<file path="src/kts_pkg.sv">
// shared types, token codes and character classification for the keyword token scanner
// no dependencies; used by every module under src
package kts_pkg;

  localparam int MaxLineLength = 1024;
  localparam int QueueDepth    = 4;
  localparam int LenW          = 11;
  localparam int LineW         = 16;
  localparam int KindW         = 5;
  localparam int PrefixW       = 40;
  localparam int NumKeywords   = 6;

  typedef enum logic [KindW-1:0] {
    TK_EOI    = 5'd0,
    TK_SEMI   = 5'd1,
    TK_PLUS   = 5'd2,
    TK_MINUS  = 5'd3,
    TK_TIMES  = 5'd4,
    TK_DIV    = 5'd5,
    TK_LP     = 5'd6,
    TK_RP     = 5'd7,
    TK_GT     = 5'd8,
    TK_LT     = 5'd9,
    TK_EQUALS = 5'd10,
    TK_COLON  = 5'd11,
    TK_IF     = 5'd12,
    TK_THEN   = 5'd13,
    TK_WHILE  = 5'd14,
    TK_DO     = 5'd15,
    TK_BEGIN  = 5'd16,
    TK_END    = 5'd17,
    TK_NUMBER = 5'd18,
    TK_IDENT  = 5'd19,
    TK_BAD    = 5'd20
  } tok_kind_t;

  // one queue entry: the tokens one item causes, word token first
  typedef struct packed {
    logic              has_word;
    tok_kind_t         word_kind;
    logic [LenW-1:0]   word_len;
    logic              has_tok;
    tok_kind_t         tok_kind;
    logic [LenW-1:0]   tok_len;
    logic [LineW-1:0]  line;
  } entry_t;

  // keyword spellings, first character in the low byte
  localparam logic [PrefixW-1:0] KW_TEXT [NumKeywords] = '{
    40'h00_0000_6669,  // if
    40'h00_6E65_6874,  // then
    40'h65_6C69_6877,  // while
    40'h00_0000_6F64,  // do
    40'h6E_6967_6562,  // begin
    40'h00_0064_6E65   // end
  };
  localparam logic [LenW-1:0] KW_LEN [NumKeywords] = '{
    11'd2, 11'd4, 11'd5, 11'd2, 11'd5, 11'd3
  };

  localparam logic [7:0] CH_NEWLINE = 8'h0A;
  localparam logic [7:0] CH_TAB     = 8'h09;
  localparam logic [7:0] CH_SPACE   = 8'h20;

  function automatic logic is_digit(logic [7:0] c);
    return (c >= 8'h30) && (c <= 8'h39);
  endfunction

  function automatic logic is_alnum(logic [7:0] c);
    return is_digit(c) || ((c >= 8'h61) && (c <= 8'h7A)) || ((c >= 8'h41) && (c <= 8'h5A));
  endfunction

  // TK_EOI means not an operator
  function automatic tok_kind_t operator_kind(logic [7:0] c);
    tok_kind_t k;
    unique case (c)
      8'h3B:   k = TK_SEMI;
      8'h2B:   k = TK_PLUS;
      8'h2D:   k = TK_MINUS;
      8'h2A:   k = TK_TIMES;
      8'h2F:   k = TK_DIV;
      8'h28:   k = TK_LP;
      8'h29:   k = TK_RP;
      8'h3E:   k = TK_GT;
      8'h3C:   k = TK_LT;
      8'h3D:   k = TK_EQUALS;
      8'h3A:   k = TK_COLON;
      default: k = TK_EOI;
    endcase
    return k;
  endfunction

  function automatic tok_kind_t word_kind(logic [PrefixW-1:0] prefix, logic [LenW-1:0] len,
                                          logic all_digits);
    tok_kind_t k;
    k = all_digits ? TK_NUMBER : TK_IDENT;
    for (int i = NumKeywords - 1; i >= 0; i--) begin
      if ((len == KW_LEN[i]) && (prefix == KW_TEXT[i])) begin
        k = tok_kind_t'(KindW'(int'(TK_IF) + i));
      end
    end
    return k;
  endfunction

endpackage

</file>
<file path="src/kts_front.sv">
// front end: accepts characters, keeps the current word and line count, builds queue entries
// depends on kts_pkg
module kts_front #(
  parameter int MAX_LINE_LENGTH = kts_pkg::MaxLineLength
) (
  input  logic                     clk,
  input  logic                     rst,
  input  logic                     char_valid,
  output logic                     char_stall,
  input  logic [7:0]               char_code,
  input  logic                     end_of_input,
  input  logic                     q_full,
  output logic                     push,
  output kts_pkg::entry_t          push_entry
);

  localparam int WordLimit = (MAX_LINE_LENGTH < 2047) ? MAX_LINE_LENGTH : 2047;

  logic [kts_pkg::PrefixW-1:0] word_prefix, word_prefix_next;
  logic [kts_pkg::LenW-1:0]    word_length, word_length_next;
  logic                        word_all_digits, word_all_digits_next;
  logic [kts_pkg::LineW-1:0]   line_count, line_count_next;

  logic                accept;
  logic                alnum;
  kts_pkg::tok_kind_t  op;
  kts_pkg::entry_t     e;

  assign char_stall = q_full;
  assign accept     = char_valid && !q_full;
  assign alnum      = kts_pkg::is_alnum(char_code);
  assign op         = kts_pkg::operator_kind(char_code);

  always_comb begin
    e                    = '0;
    e.line               = line_count;
    e.word_kind          = kts_pkg::word_kind(word_prefix, word_length, word_all_digits);
    e.word_len           = word_length;
    e.tok_kind           = kts_pkg::TK_BAD;
    e.tok_len            = kts_pkg::LenW'(1);
    word_prefix_next     = word_prefix;
    word_length_next     = word_length;
    word_all_digits_next = word_all_digits;
    line_count_next      = line_count;
    if (end_of_input) begin
      e.has_word = (word_length != '0);
      e.has_tok  = 1'b1;
      e.tok_kind = kts_pkg::TK_EOI;
      e.tok_len  = '0;
    end else if (!alnum) begin
      e.has_word = (word_length != '0);
      if (op != kts_pkg::TK_EOI) begin
        e.has_tok  = 1'b1;
        e.tok_kind = op;
      end else if (char_code == kts_pkg::CH_NEWLINE) begin
        if (line_count != '1) begin
          line_count_next = line_count + kts_pkg::LineW'(1);
        end
      end else if ((char_code != kts_pkg::CH_SPACE) && (char_code != kts_pkg::CH_TAB)) begin
        e.has_tok = 1'b1;
      end
    end
    if (end_of_input || !alnum) begin
      word_prefix_next     = '0;
      word_length_next     = '0;
      word_all_digits_next = 1'b1;
    end else begin
      // first five characters land in byte slot word_length
      for (int i = 0; i < 5; i++) begin
        if (word_length == kts_pkg::LenW'(i)) begin
          word_prefix_next[8*i +: 8] = char_code;
        end
      end
      if (!kts_pkg::is_digit(char_code)) begin
        word_all_digits_next = 1'b0;
      end
      if (word_length < kts_pkg::LenW'(WordLimit)) begin
        word_length_next = word_length + kts_pkg::LenW'(1);
      end
    end
  end

  assign push       = accept && (e.has_word || e.has_tok);
  assign push_entry = e;

  always_ff @(posedge clk) begin
    if (rst) begin
      word_prefix     <= '0;
      word_length     <= '0;
      word_all_digits <= 1'b1;
      line_count      <= kts_pkg::LineW'(1);
    end else if (accept) begin
      word_prefix     <= word_prefix_next;
      word_length     <= word_length_next;
      word_all_digits <= word_all_digits_next;
      line_count      <= line_count_next;
    end
  end

endmodule

</file>
<file path="src/kts_queue.sv">
// small entry queue between the front end and the token emitter
// depends on kts_pkg
module kts_queue (
  input  logic             clk,
  input  logic             rst,
  input  logic             push,
  input  kts_pkg::entry_t  push_entry,
  output logic             full,
  input  logic             pop,
  output logic             q_valid,
  output kts_pkg::entry_t  head
);

  localparam int PtrW = $clog2(kts_pkg::QueueDepth);
  localparam int CntW = PtrW + 1;

  kts_pkg::entry_t slots [kts_pkg::QueueDepth];
  logic [PtrW-1:0] wr_ptr, rd_ptr;
  logic [CntW-1:0] count;

  assign full    = (count == CntW'(kts_pkg::QueueDepth));
  assign q_valid = (count != '0);
  assign head    = slots[rd_ptr];

  always_ff @(posedge clk) begin
    if (push) begin
      slots[wr_ptr] <= push_entry;
    end
  end

  always_ff @(posedge clk) begin
    if (rst) begin
      wr_ptr <= '0;
      rd_ptr <= '0;
      count  <= '0;
    end else begin
      if (push) begin
        wr_ptr <= wr_ptr + PtrW'(1);
      end
      if (pop) begin
        rd_ptr <= rd_ptr + PtrW'(1);
      end
      unique case ({push, pop})
        2'b10:   count <= count + CntW'(1);
        2'b01:   count <= count - CntW'(1);
        default: count <= count;
      endcase
    end
  end

endmodule

</file>
<file path="src/kts_back.sv">
// back end: splits each queue entry into tokens and holds them in the output register
// depends on kts_pkg
module kts_back (
  input  logic                          clk,
  input  logic                          rst,
  input  logic                          q_valid,
  input  kts_pkg::entry_t               head,
  output logic                          pop,
  output logic                          token_valid,
  input  logic                          token_stall,
  output logic [kts_pkg::KindW-1:0]     token_kind,
  output logic [kts_pkg::LenW-1:0]      lexeme_length,
  output logic [kts_pkg::LineW-1:0]     line_number,
  output logic                          is_last
);

  logic phase;  // word token of the head entry already sent
  logic load;
  logic emit_word;

  assign load      = q_valid && (!token_valid || !token_stall);
  assign emit_word = head.has_word && !phase;
  assign pop       = load && !(emit_word && head.has_tok);

  always_ff @(posedge clk) begin
    if (rst) begin
      token_valid <= 1'b0;
      phase       <= 1'b0;
    end else begin
      if (load) begin
        token_valid <= 1'b1;
        phase       <= !pop;
      end else if (!token_stall) begin
        token_valid <= 1'b0;
      end
    end
  end

  always_ff @(posedge clk) begin
    if (load) begin
      token_kind    <= emit_word ? head.word_kind : head.tok_kind;
      lexeme_length <= emit_word ? head.word_len : head.tok_len;
      line_number   <= head.line;
      is_last       <= pop;
    end
  end

endmodule

</file>
<file path="src/keyword_token_scanner_core.sv">
// Streaming keyword scanner: one character (or an end-of-input mark) is taken per cycle on
// the char channel while the queue has room, and tokens leave on the token channel one per
// cycle while token_stall is low. The front end classifies each character in the cycle it is
// accepted and writes the tokens it causes into a four-entry queue; the emitter reads one
// entry and sends its tokens one after the other, word token first. Characters inside a word
// cause no token and need no queue slot. Sustained input rate is one item per cycle while the
// token side keeps up; the token side, at one token per cycle, sets the rate otherwise.
// An accepted item's first token passes through its queue slot and then the output register.
// depends on kts_pkg, kts_front, kts_queue, kts_back
module keyword_token_scanner_core #(
  parameter int MAX_LINE_LENGTH = kts_pkg::MaxLineLength
) (
  input  logic                          clk,
  input  logic                          rst,
  input  logic                          char_valid,
  output logic                          char_stall,
  input  logic [7:0]                    char_code,
  input  logic                          end_of_input,
  output logic                          token_valid,
  input  logic                          token_stall,
  output logic [kts_pkg::KindW-1:0]     token_kind,
  output logic [kts_pkg::LenW-1:0]      lexeme_length,
  output logic [kts_pkg::LineW-1:0]     line_number,
  output logic                          is_last
);

  logic            q_full;
  logic            push;
  kts_pkg::entry_t push_entry;
  logic            pop;
  logic            q_valid;
  kts_pkg::entry_t head;

  kts_front #(
    .MAX_LINE_LENGTH(MAX_LINE_LENGTH)
  ) u_front (
    .clk          (clk),
    .rst          (rst),
    .char_valid   (char_valid),
    .char_stall   (char_stall),
    .char_code    (char_code),
    .end_of_input (end_of_input),
    .q_full       (q_full),
    .push         (push),
    .push_entry   (push_entry)
  );

  kts_queue u_queue (
    .clk        (clk),
    .rst        (rst),
    .push       (push),
    .push_entry (push_entry),
    .full       (q_full),
    .pop        (pop),
    .q_valid    (q_valid),
    .head       (head)
  );

  kts_back u_back (
    .clk           (clk),
    .rst           (rst),
    .q_valid       (q_valid),
    .head          (head),
    .pop           (pop),
    .token_valid   (token_valid),
    .token_stall   (token_stall),
    .token_kind    (token_kind),
    .lexeme_length (lexeme_length),
    .line_number   (line_number),
    .is_last       (is_last)
  );

endmodule

</file>
<file path="config.mk">
export PLATFORM = sky130hd
export DESIGN_NAME = keyword_token_scanner_core
export DESIGN_NICKNAME = d
export VERILOG_FILES = /design/src/kts_pkg.sv /design/src/kts_front.sv /design/src/kts_queue.sv /design/src/kts_back.sv /design/src/keyword_token_scanner_core.sv
export SDC_FILE = /design/constraint.sdc
export NUM_CORES = 1
export LEC_CHECK = 0
export BUFFER_PORTS_ARGS = -buffer_cell sky130_fd_sc_hd__clkbuf_2
export CORE_MARGIN = 2
export CORE_UTILIZATION = 50
export DETAILED_ROUTE_END_ITERATION = 10
export PLACE_DENSITY_LB_ADDON = 0.15
export SLEW_MARGIN = 20
export SYNTH_ARGS = -nofsm -noshare
export SYNTH_HDL_FRONTEND = slang
export SYNTH_HIERARCHICAL = 1
export SYNTH_SLANG_ARGS = --single-unit
</file>
<file path="constraint.sdc">
create_clock -name clk -period 7.2 [get_ports clk]
set_input_delay 1.44 -clock clk [delete_from_list [all_inputs] [get_ports clk]]
set_output_delay 1.44 -clock clk [all_outputs]
set_load 0.01 [all_outputs]
</file>
==> metrics <==
Ys Warns 6; Clock H-tree levels 1; largest net degree at the start of global routing 51; Max-slew headroom 32.3%; Die W 164 um; Worst Tran Pin Value 1.01 ns; post-route ant nets 0; Sink Count 312; ratio of cells with drive above 1 in the final layout 24.1%; Adder-Cell Fraction of Synth Area 1.22%; clk_skew 0.0226 ns; DRT Pass-1 Iters 5; setup_tns 0 ns; Area after DPL 13200 um2; clock slew at reported path FFs 0.06 ns; xor and xnor area share after synthesis 1.10%; Synth Area in Compound Gates 6.79%; Post-Synthesis Cells 780; EDFF count, synth 233; Die Area 26800 um2; commonest non-fill, non-tap cells in the layout 233 x edfxtp_1, 77 x dfxtp_1, 50 x mux4_2, 49 x clkbuf_2; DR WL/cell 20.8 um; first-pass GRT wire length 39000 um; gpl congestion 0.903; worst-path maximum fanout 37; syn avg cell area 16.4 um2; met1 usage 26.4%; cts bufs inserted 31; Cell Rows 58; post-synth cell types 77; sequential-to-total area share from yosys stat 67.2%; via count of the first global-routing pass 6990; CP Launch Type input pin; CTS tree done; Root Buffer clkbuf_16; dpl ws 1.99 ns; synthesis-to-layout area growth 11.1%; Design Area, Final 14200 um2; M2 GR Usage 31.1%; final WL 24800 um; FFs w/ async S/R, synth 0%; Worst setup EP type register; GRT Total Usage 18.7%; Worst EP required 7.44 ns; grt ovf 0; DR vias 7026; Synth Register Bits 312; number of diodes 0; Initial Util 50.9%; Final Net Count 857; DP HPWL 15800 um; core area 25100 um2; Peak VDD IR 0.178 mV; Fin Hold WS 0.462 ns; fin crit period 4.56 ns; commonest non-fill, non-tap cell in the layout edfxtp_1; Max-Cap Viols 0; grt peak-use layer met2; final worst path period share 63.4%; Clock Latency Late Sink 0.56 ns; Synth Area in Simple Gates 9.38%; vias per inst 5.91; Worst Hold Class register to register; met3 usage 2.75%; # IOs 48; RSZ-0062 raised after global routing no; Power Dens Cells 335 nW/um2; Setup Fix Bufs, Post-CTS 0; Peak Freq 0.219 GHz; Lkg Pwr 4.74 nW; Hold Buf Count CTS 0; post-CTS sizing 0; status finished, final reports clean; setup violators final 0; mapped cell area 12800 um2; DRC Markers 0; critical path arrival 4.81 ns; critical path type input pin to register; final hold viol count 0; initial antenna violation count 0; largest family of logic cells by synthesized area multiplexers; port buffer count 47; Clock Path Buffers 3; DR iter-0 viols 591; overall die height 164 um; Primary FF master, synth edfxtp_1; Pins Over Slew Limit 0; fin worst setup slack 2.64 ns; mux contribution to synthesized area 11.2%
==> power breakdown <==
part / switching (mW) / leakage (nW) / total, mW / internal (mW)
combinational: 0.526 / 1.46 / 0.929 / 0.403
sequential: 0.0684 / 2.80 / 2.31 / 2.25
clock: 0.656 / 0.477 / 1.51 / 0.858
total: 1.25 / 4.74 / 4.76 / 3.51
==> Yosys cell counts, types with 7 or more instances <==
| library cell | number | area, um2 |
|---|---|---|
| nor2_1 | 31 | 116 |
| nand2b_1 | 8 | 50.1 |
| a21oi_1 | 17 | 85.1 |
| edfxtp_1 | 233 | 7000 |
| o21ai_0 | 13 | 65.1 |
| nand4_1 | 18 | 113 |
| mux2_2 | 10 | 113 |
| a22o_1 | 27 | 236 |
| nor4_1 | 10 | 62.6 |
| nor3_1 | 8 | 40.0 |
| dfxtp_1 | 79 | 1580 |
| nand2_1 | 21 | 78.8 |
| inv_1 | 13 | 48.8 |
| buf_4 | 12 | 90.1 |
| xnor2_1 | 14 | 123 |
| buf_2 | 13 | 65.1 |
| ha_1 | 10 | 125 |
| mux4_2 | 50 | 1130 |
| a32o_1 | 7 | 70.1 |
| mux2_4 | 9 | 135 |
| and3_1 | 13 | 81.3 |
| and2_1 | 11 | 68.8 |
| clkbuf_1 | 12 | 45.0 |
| nand3_1 | 12 | 60.1 |
| nor2b_1 | 13 | 81.3 |
| or4_1 | 9 | 67.6 |
==> registers in the layout, summed over array words and instances, names as in the netlist, named ones only <==
register	count
u_back/is_last	1
u_back/lexeme_length	11
u_back/line_number	16
u_back/phase	1
u_back/token_kind	5
u_back/token_valid	1
u_front/line_count	16
u_front/word_all_digits	1
u_front/word_length	11
u_front/word_prefix	40
u_queue/count	3
u_queue/rd_ptr	2
u_queue/slots	200
u_queue/wr_ptr	2
==> path summary, 6_finish.rpt <==
| check | cells after the start | slack [ns] | end | start |
|---|---|---|---|---|
| worst max-delay path | 8 | 2.64 | u_queue/slots[3][26]$_DFFE_PP_ | char_code[0] |
| worst min-delay path | 1 | 0.46 | u_front/word_prefix[15]$_SDFFE_PP0P_ | u_front/word_prefix[15]$_SDFFE_PP0P_ |
| worst max register to register | 7 | 3.81 | u_queue/slots[3][26]$_DFFE_PP_ | u_front/word_length[1]$_SDFFE_PP0P_ |
| worst min register to register | 1 | 0.46 | u_front/word_prefix[15]$_SDFFE_PP0P_ | u_front/word_prefix[15]$_SDFFE_PP0P_ |
==> worst max-delay path, cell delays in order <==
cell	delay (ns)
clkbuf_2	0.19
o41ai_1	0.51
a211o_1	0.25
a21o_1	0.38
o31ai_1	0.14
a21oi_1	0.55
and2_2	0.95
buf_4	0.37
==> stage by stage <==
step                cells  power [mW]  util [%]
floorplan             789        3.05         -
global placement     1130        3.28      52.6
detailed placement   1130        3.31      52.6
CTS                  1188        4.82      56.5
global route         1188        4.97      56.5
finish               1188        4.76      56.5
==> final cells by class <==
class	instances	area [um2]
fill	1989	10900
timing repair buffer	59	329
tap	330	413
clock buffer	41	836
sequential	312	8580
clock inverter	17	138
multi-input combinational	416	3840
inverter	13	48.8
==> cells by family after synthesis <==
kind of cell             after synthesis
adder cells (fa/ha/maj)               12
XOR/XNOR                              16
AND/OR/NAND/NOR                      195
buffers and inverters                 61
multiplexers                          74
other                                  1
AO/OA/AOI/OAI                        109
flip-flops                           312
==> per-layer routing <==
metal,wire length (um),part of all wire (%),vias up
met3,1390,5.6,38
met1,11000,44,3547
met4,363,1.5,0
li1,-,-,3217
met2,12000,49,224
met5,0,0,-
Note: power is estimated with default switching activity, not from simulation.
